[src/rtl/core/mcfir_pkg.sv]
// Shared constants, command/status structs and helpers of the FIR filter.
// No dependencies.
package mcfir_pkg;

  localparam int TAPS      = 64;
  localparam int STREAMS   = 8;
  localparam int CHANNELS  = 16;
  localparam int COEF_SETS = 3;

  localparam int SAMPLE_W = 16;
  localparam int COEF_W   = 16;
  localparam int OUT_W    = 37;
  localparam int RATE_W   = 2;
  localparam int STREAM_W = 3;
  localparam int CHAN_W   = 4;
  localparam int CSET_W   = 2;
  localparam int CIDX_W   = 6;

  localparam int LINES     = STREAMS * CHANNELS;
  localparam int LINE_W    = (LINES > 1) ? $clog2(LINES) : 1;
  localparam int TAP_W     = $clog2(TAPS);
  localparam int DLY_DEPTH = LINES * TAPS;
  localparam int DLY_AW    = $clog2(DLY_DEPTH);
  localparam int CF_DEPTH  = COEF_SETS * TAPS;
  localparam int CF_AW     = $clog2(CF_DEPTH);
  localparam int SET_W     = (COEF_SETS > 1) ? $clog2(COEF_SETS) : 1;

  localparam int PROD_W = SAMPLE_W + COEF_W;
  localparam int ACC_W  = (PROD_W + TAP_W > OUT_W) ? PROD_W + TAP_W : OUT_W + 1;

  localparam logic signed [ACC_W-1:0] SAT_MAX =
    {{(ACC_W-OUT_W+1){1'b0}}, {(OUT_W-1){1'b1}}};
  localparam logic signed [ACC_W-1:0] SAT_MIN = ~SAT_MAX;

  typedef struct packed {
    logic              clr_we;
    logic [DLY_AW-1:0] clr_addr;
    logic              capture;
    logic              coef_we;
    logic              wr_sample;
    logic              tap_vld;
    logic [TAP_W-1:0]  tap;
    logic              tap_last;
    logic              load_out;
  } cmd_t;

  typedef struct packed {
    logic is_coef;
    logic filt_ok;
    logic mac_done;
    logic out_free;
  } sts_t;

  function automatic logic [DLY_AW-1:0] dly_addr(logic [LINE_W-1:0] line,
                                                 logic [TAP_W-1:0] off);
    return DLY_AW'(line) * DLY_AW'(TAPS) + DLY_AW'(off);
  endfunction

  function automatic logic [CF_AW-1:0] cf_addr(logic [SET_W-1:0] set,
                                               logic [TAP_W-1:0] idx);
    return CF_AW'(set) * CF_AW'(TAPS) + CF_AW'(idx);
  endfunction

endpackage

[src/rtl/core/mcfir_ctrl.sv]
// Sequencer of the FIR filter: clearing pass, item accept, tap loop, result load.
// Depends on mcfir_pkg.
module mcfir_ctrl (
  input  logic               clk_i,
  input  logic               rst_ni,
  input  logic               in_valid_i,
  output logic               in_stall_o,
  input  mcfir_pkg::sts_t    sts_i,
  output mcfir_pkg::cmd_t    cmd_o
);

  typedef enum logic [2:0] {
    S_CLEAR,
    S_IDLE,
    S_PTR,
    S_RUN,
    S_DRAIN,
    S_OUT
  } state_e;

  state_e                           state_q, state_d;
  logic [mcfir_pkg::DLY_AW-1:0]     clr_q, clr_d;
  logic [mcfir_pkg::TAP_W-1:0]      tap_q, tap_d;
  logic                             stall_q;
  logic                             accept;
  logic                             clr_last;
  logic                             tap_last;

  assign accept   = (state_q == S_IDLE) && in_valid_i;
  assign clr_last = clr_q == mcfir_pkg::DLY_AW'(mcfir_pkg::DLY_DEPTH - 1);
  assign tap_last = tap_q == mcfir_pkg::TAP_W'(mcfir_pkg::TAPS - 1);

  always_comb begin
    state_d = state_q;
    clr_d   = clr_q;
    tap_d   = tap_q;
    cmd_o   = '0;
    cmd_o.clr_addr = clr_q;
    cmd_o.tap      = tap_q;
    unique case (state_q)
      S_CLEAR: begin
        cmd_o.clr_we = 1'b1;
        clr_d        = clr_q + 1'b1;
        if (clr_last) begin
          state_d = S_IDLE;
        end
      end
      S_IDLE: begin
        cmd_o.capture = accept;
        cmd_o.coef_we = accept && sts_i.is_coef;
        if (accept && !sts_i.is_coef && sts_i.filt_ok) begin
          state_d = S_PTR;
        end
      end
      S_PTR: begin
        cmd_o.wr_sample = 1'b1;
        tap_d           = '0;
        state_d         = S_RUN;
      end
      S_RUN: begin
        cmd_o.tap_vld  = 1'b1;
        cmd_o.tap_last = tap_last;
        tap_d          = tap_q + 1'b1;
        if (tap_last) begin
          state_d = S_DRAIN;
        end
      end
      S_DRAIN: begin
        if (sts_i.mac_done) begin
          state_d = S_OUT;
        end
      end
      S_OUT: begin
        cmd_o.load_out = sts_i.out_free;
        if (sts_i.out_free) begin
          state_d = S_IDLE;
        end
      end
      default: state_d = S_CLEAR;
    endcase
  end

  always_ff @(posedge clk_i or negedge rst_ni) begin
    if (!rst_ni) begin
      state_q <= S_CLEAR;
      clr_q   <= '0;
      tap_q   <= '0;
      stall_q <= 1'b1;
    end else begin
      state_q <= state_d;
      clr_q   <= clr_d;
      tap_q   <= tap_d;
      stall_q <= state_d != S_IDLE;
    end
  end

  assign in_stall_o = stall_q;

endmodule

[config.mk]
export PLATFORM = sky130hd
export DESIGN_NAME = mcfir_ctrl
export DESIGN_NICKNAME = d
export VERILOG_FILES = /design/src/rtl/core/mcfir_pkg.sv /design/src/rtl/core/mcfir_ctrl.sv
export SDC_FILE = /design/constraint.sdc
export NUM_CORES = 1
export LEC_CHECK = 0
export ABC_CLOCK_PERIOD_IN_PS = 1500
export BUFFER_PORTS_ARGS = -buffer_cell sky130_fd_sc_hd__clkbuf_2
export CAP_MARGIN = 25
export CORE_UTILIZATION = 30
export DETAILED_ROUTE_END_ITERATION = 16
export PLACE_DENSITY = 0.59
export SKIP_CTS_REPAIR_TIMING = 1
export SLEW_MARGIN = 5
export SYNTH_ARGS = -nofsm -noshare
export SYNTH_HDL_FRONTEND = slang
export SYNTH_SLANG_ARGS = --single-unit
[constraint.sdc]
create_clock -name clk_i -period 1.5 [get_ports clk_i]
set_input_delay 0.15 -clock clk_i [delete_from_list [all_inputs] [get_ports clk_i]]
set_output_delay 0.15 -clock clk_i [all_outputs]
set_load 0.005 [all_outputs]
Yosys cells after proc, flatten, opt, wreduce, memory -nomap -nowiden
Cells that the tools add are included.
{"block": "word_totals", "reg_bits": 23, "input_bits": 7, "elab_cells": 34}
{"block": "classes", "addsub": 2, "eq_ne": 8, "n_mux": 13, "n_reduce_logical": 7}
{"op": "$pmux W3 S6", "n": 1}
{"op": "$mux W3", "n": 5}
{"op": "$add A13 B1 Y13 const B", "n": 1}
{"op": "$eq A13 B13 Y1 const B", "n": 1}
{"op": "$pmux W6 S2", "n": 1}
{"op": "$add A6 B1 Y6 const B", "n": 1}
{"op": "$eq A3 B2 Y1 const B", "n": 2}
{"op": "$eq A3 B3 Y1 const B", "n": 2}
{"op": "$eq A6 B6 Y1 const B", "n": 1}
{"op": "$mux W1", "n": 5}
{"op": "$logic_and A1 B1 Y1", "n": 4}
{"op": "$eq A3 B1 Y1 const B", "n": 1}
{"op": "$logic_not A3 Y1", "n": 1}
{"op": "$ne A3 B1 Y1 const B", "n": 1}
{"op": "$mux W2", "n": 1}
{"op": "$reduce_bool A2 Y1", "n": 1}
{"op": "$logic_not A1 Y1", "n": 1}

Logic depth before layout (Yosys ltp)
Gate-level depths: netlist of the first run.
{"block": "depth", "ltp_word": 7, "ltp_mapped": 6, "mapped_depth_nobuf": 5}

Worst setup path after synthesis of the first run
OpenSTA, ideal clock, no wires.
{"block": "synth_path", "kind": "register to register", "start": "reg state_q[0]", "end": "reg clr_q[6] (netlist bit)", "setup_ps": 123, "arrival_time_ps": 1432, "required_time_ps": 1377, "path_slack_ps": -56, "stages_incl_launch_ff": 7, "period_less_slack_ps": 1556, "path_cell_list": "dfrtp_1 > buf_6 > or3_4 > inv_4 > and3_4 > nand4_1 > xnor2_1"}
{"block": "synth_between", "elab_chain_len": 1}
{"item": "start, declared", "line": "mcfir_ctrl.sv:21", "source": "state_e state_q, state_d;"}
{"item": "start signal, assigned", "line": "mcfir_ctrl.sv:90", "source": "state_q <= state_d;"}
{"item": "$logic_not A3 Y1", "line": "mcfir_ctrl.sv:40", "source": "unique case (state_q)"}
{"item": "end signal, assigned", "line": "mcfir_ctrl.sv:91", "source": "clr_q <= clr_d;"}
{"item": "end, declared", "line": "mcfir_ctrl.sv:22", "source": "logic [mcfir_pkg::DLY_AW-1:0] clr_q, clr_d;"}
Every way passes these cells.
A chain may end at the register's enable or synchronous reset.

Final worst setup path of the first run
{"block": "layout_path", "start": "reg state_q[0]", "end": "reg clr_q[11] (netlist bit)"}
Same word-level chain as after synthesis.

==> flow_metrics.tcl, run 1 <==
set metrics [dict create \
    hold_slack_ps 188 \
    dpl_worst_slack_ps 2.61 \
    synth_most_common_cell "dfrtp_1" \
    critical_path_arrival_ps 1680 \
    io_pins 34 \
    port_buffers 33 \
    drtIter0Drc 40 \
    top_usage_layer "met2" \
    cp.buffers_inverters 1 \
    die_w_um 64.4 \
    detail_route.vias_per_cell 4.83 \
    detail-route-antenna-nets 0 \
    cts.path.max_buffers 2 \
    status "finished, final reports clean" \
    ys.flop_type "dfrtp_1" \
    p_sw_uw 217 \
    setup_tns_ps 0 \
    synthAdderAreaFrac 0.0214 \
    synth_commonest_cells "22 x dfrtp_1, 15 x nand2_1, 8 x nand3_1" \
    swShare 0.211 \
    dp_hpwl_um 1920 \
    cpLargestDelayFamily "simple AND/OR/NAND/NOR gates" \
    cp_slowest_cell "or3_4" \
    crit_type "register to register" \
    clk_latency_ps 270 \
    avgSynthCellArea_um2 10.4 \
    hold_viol_final 0 \
    period_share 0.997 \
    final.setup.worst_slack_ps 5.07 \
    ys_types 37 \
    clock-root-buffer "clkbuf_8" \
    antenna_found_initial 0 \
    grt_pass1_wl_um 4200 \
    gr-usage-met2 0.214 \
    slew_headroom 0.604 \
    finalWirelength_um 2700 \
    numCtsBuffers 3 \
    clkSlewWorstSetupHoldPaths_ps 80 \
    synthMuxAreaShare 0.0364 \
    rsz0062_at_grt "true" \
    cp-end-kind "register" \
    cts_sinks 23 \
    drc 0 \
    min_period_ps 1490 \
    fin_nets 173 \
    die_height_um 64.4 \
    diodes 0 \
    wl_per_cell_um 12.8 \
    cp_cell_sequence "or3_4 > inv_6 > nand4_4 > nor3_2 > xor2_1" \
    fmax_ghz 0.669 \
    drive_above_1_share 0.460 \
    vdd_drop_max_v 0.000544 \
    synth.area.top_cells "dfrtp_1 47%, xnor2_1 5.2%, nand2_1 4.8%" \
    tightest_slew_ps 593 \
    synthXorXnorAreaFrac 0.0898 \
    vias 1020 \
    p_leak_uw 0.000824 \
    power_density_nw_per_um2 640 \
    crit_fanout 5 \
    cp_data_required_time_ps 1690 \
    synth_compound_area_frac 0.0642 \
    place_congestion 0.837 \
    p_seq_frac 0.601 \
    ys_ff_latch 23 \
    synthSimpleGateAreaFrac 0.259 \
    p_comb_frac 0.028 \
    yosysSeqAreaShare 0.493 \
    start_util 0.317 \
    synth_edf_count 0 \
    syn_to_final_growth_pct 37.9 \
    dieArea_um2 4150 \
    synthArstFlopShare 1.00 \
    core_area_um2 3690 \
    p_int_uw 814 \
    cts_tree "built" \
    met3_usage 0.0405 \
    max_stage_delay_ps 430 \
    synth_top_area_share 0.471 \
    num_rows 22 \
    first_global_vias 898 \
    synth_nets 121 \
    yosys.area.top_type "dfrtp_1" \
    drv_cap 0 \
    cp-start-kind "register" \
    setup_viol 0 \
    fillers 380 \
    synth_top_family_by_area "simple AND/OR/NAND/NOR gates" \
    htree_levels 1 \
    synth_warnings 0 \
    grt_overflow_total 0 \
    power.share.clock 0.371 \
    firstDrtPassIters 4 \
    clock_skew_ps 5.28 \
    syn_inst 112 \
    netlist_area_um2 1170 \
    hp-class "input port to register" \
    grt.total_usage 0.127 \
    grt.met1_usage 0.163 \
    report.final.slew_viol_count 0 \
    grt_max_degree 24 \
]
==> cells by family after synthesis <==
group,Yosys count
flip-flops,23
adder cells (fa/ha/maj),2
AND/OR/NAND/NOR,51
AO/OA/AOI/OAI,12
multiplexers,4
XOR/XNOR,12
buffers and inverters,8
==> power groups by stage <==
stage               clock network (uW)  logic (uW)  registers, uW
floorplan                            0        4.30            632
global placement                     0        25.5            632
detailed placement                   0        26.6            632
CTS                                402        26.8            620
global route                       426        32.2            620
finish                             383        29.1            620
==> sequential cells by signal (all words and copies together), names as in the netlist <==
| signal | flops |
|---|---|
| clr_q | 13 |
| in_stall_o | 1 |
| tap_q | 6 |
| state_q | 3 |
==> layout make-up <==
| class | count | area (um^2) | share of cell area |
|---|---|---|---|
| tap | 48 | 60.1 | 0.0372 |
| sequential | 23 | 577 | 0.358 |
| inverter | 4 | 20.0 | 0.0124 |
| clock inverter | 1 | 5.00 | 0.00310 |
| clock buffer | 3 | 41.3 | 0.0256 |
| timing repair buffer | 51 | 303 | 0.188 |
| multi-input combinational | 81 | 607 | 0.376 |
==> routing by layer <==
metal	vias up	share of wire	routed length (um)
met4	0	0.0045	12
met2	35	0.47	1260
met3	3	0.059	160
li1	494	-	-
met1	488	0.47	1260
met5	-	0	0
==> worst reg2reg max path, delay by kind of cell (launching register included) <==
family | cells | cell delay, ps
and+or+nand+nor | 3 | 780
DFF | 1 | 380
xor gates and xnor gates | 1 | 160
buffers and inverters | 1 | 90
==> stage by stage <==
stage	power [uW]	cell area (um^2)	cells	utilization
after floorplan	636	1180	112	-
after global placement	657	1460	201	0.396
after detailed placement	658	1460	201	0.396
after CTS	1050	1510	205	0.408
after global routing	1080	1610	211	0.437
final	1030	1610	211	0.437
==> cell usage in the layout (no fill, tap or decap), types with 2 or more instances in the layout <==
master,instances
nand4_1,3
dfrtp_1,22
nor3_2,4
nand3_2,3
nor3_1,2
clkbuf_2,33
nor2_1,4
nor2_2,2
mux2i_1,2
nand3_1,5
buf_4,17
inv_1,3
xnor2_1,7
xor2_1,5
clkbuf_8,3
a21oi_1,3
o21ai_0,4
nand2_1,14
==> final timing paths <==
kind / from / endpoint / slack (ps) / cells past startpoint
setup reg to reg: state_q[0] / clr_q[11] / 5 / 5
hold / removal: sts_i[2] / state_q[1] / 190 / 3
min in group asynchronous: rst_ni / tap_q[3] / 410 / 2
setup / recovery: state_q[0] / clr_q[11] / 5 / 5
hold reg to reg: clr_q[12] / clr_q[12] / 490 / 1
max in group asynchronous: rst_ni / clr_q[5] / 690 / 2
No activity file was read; power rests on OpenSTA's default activity.
==> run 2: changes to the inputs <==
--- a/config.mk
+++ b/config.mk
@@ -10,7 +10,8 @@
 export CAP_MARGIN = 25
 export CORE_UTILIZATION = 30
 export DETAILED_ROUTE_END_ITERATION = 16
-export PLACE_DENSITY = 0.59
+export PLACE_DENSITY_LB_ADDON = 0.15
+export RECOVER_POWER = 100
 export SKIP_CTS_REPAIR_TIMING = 1
 export SLEW_MARGIN = 5
 export SYNTH_ARGS = -nofsm -noshare
==> flow_metrics.tcl, run 2 (synthesis gave the netlist of run 1 again) <==
set metrics [dict create \
    status "finished, final reports clean" \
    clk_latency_ps 270 \
    post-route-util 0.427 \
    detail-route-antenna-nets 0 \
    finalWirelength_um 2630 \
    hold_viol_final 0 \
    min-delay-start "sts_i[2]" \
    p_comb_frac 0.027 \
    die_w_um 64.4 \
    firstDrtPassIters 4 \
    r2r_start "state_q[1]" \
    cp-end-kind "register" \
    cts_sinks 23 \
    dpl_cell_area_um2 1450 \
    htree_levels 1 \
    cp-start-kind "register" \
    drv_cap 0 \
    cp_data_required_time_ps 1650 \
    fin_nets 171 \
    dp_hpwl_um 1890 \
    period_share 0.994 \
    start_util 0.317 \
    p_leak_uw 0.000779 \
    core_area_um2 3690 \
    holdPathEnd "state_q[1]" \
    grt.total_usage 0.126 \
    hp-class "input port to register" \
    power.share.clock 0.374 \
    cts_tree "built" \
    reg_top3 "clr_q x13, tap_q x6, state_q x3" \
    drc 0 \
    p_seq_frac 0.599 \
    place_congestion 0.737 \
    numCtsBuffers 3 \
    reg2regPathDepth 5 \
    report.final.slew_viol_count 0 \
    rsz0062_at_grt "true" \
    syn_to_final_growth_pct 34.5 \
    vdd_drop_max_v 0.000479 \
    grt_max_degree 24 \
    clock_skew_ps 11.5 \
    setup_viol 0 \
    min_period_ps 1490 \
    tightest_slew_ps 579 \
    num_rows 22 \
    drtIter0Drc 45 \
    finish.instance_area_um2 1570 \
    cts.path.max_buffers 2 \
    crit_fanout 5 \
    critical_path_arrival_ps 1640 \
    p_int_uw 814 \
    antenna_found_initial 0 \
    power_density_nw_per_um2 657 \
    diodes 0 \
    slew_headroom 0.614 \
    dpl_worst_slack_ps 8.62 \
    final_common_cell "clkbuf_2" \
    detail_route.vias_per_cell 4.69 \
    vias 981 \
    dieArea_um2 4150 \
    largest_reg_flops 13 \
    holdPathStages 3 \
    clkSlewWorstSetupHoldPaths_ps 90 \
    r2r_end "clr_q[3]" \
    die_height_um 64.4 \
    fmax_ghz 0.671 \
    grt_overflow_total 0 \
    crit_type "register to register" \
    regMostFlops "clr_q" \
    drive_above_1_share 0.373 \
    grt_pass1_wl_um 4060 \
    port_buffers 33 \
    p_sw_uw 220 \
    io_pins 34 \
    first_global_vias 902 \
    final.setup.worst_slack_ps 9.01 \
    wl_per_cell_um 12.6 \
    swShare 0.213 \
    r2r_setup_slack_ps 9 \
    clock-root-buffer "clkbuf_8" \
    mostFrequentLayoutCells "31 x clkbuf_2, 22 x dfrtp_1, 15 x nand2_1, 8 x clkbuf_1, 8 x buf_4" \
]
-- run 2: per-stage QoR --
| stage | hold WS (ps) | instances | TNS [ps] | total power [uW] |
|---|---|---|---|---|
| after floorplan | -146 | 112 | -92.3 | 636 |
| after global placement | 171 | 200 | 0 | 658 |
| after detailed placement | 181 | 200 | 0 | 659 |
| after CTS | -123 | 204 | -187 | 1060 |
| after global routing | 183 | 209 | -429 | 1090 |
| final | 179 | 209 | 0 | 1030 |
-- run 2: layout make-up --
cell class	instances	area, um^2
Clock buffer	3	41.3
Clock inverter	1	5.00
Fill cell	381	2110
Inverter	4	17.5
Multi-Input combinational cell	81	611
Sequential cell	23	577
Tap cell	48	60.1
Timing Repair Buffer	49	263
-- run 2: worst max path at each step --
stage / slack, ps / cells after the start / from / to
after floorplan: -50 / 6 / state_q[1] / clr_q[6]
after global placement: 40 / 5 / state_q[1] / clr_q[6]
after detailed placement: 9 / 5 / state_q[1] / clr_q[6]
after CTS: -140 / 4 / tap_q[0] / cmd_o[1]
after global routing: -70 / 5 / state_q[2] / clr_q[6]
final: 9 / 5 / state_q[1] / clr_q[3]
-- run 2: power groups by stage --
stage	sequential (uW)	combinational, uW	clock [uW]
after global routing	620	32.2	439
final	620	28.0	387
after floorplan	632	4.30	0
after global placement	632	25.8	0
after CTS	620	26.7	411
after detailed placement	632	26.7	0
-- run 2: routing by layer --
layer	GRT usage	vias to the layer above	part of all wire
met4	0.0250	0	0.0049
li1	-	488	-
met3	0.0405	2	0.051
met1	0.153	463	0.45
met5	0	-	0
met2	0.217	28	0.49
-- run 2: worst max-delay path, stage by stage (launching register included) --
cell and delay [ps]:
dfrtp_1 390, or3_4 430, inv_4 100, nand4_4 140, buf_4 190, xnor2_1 120
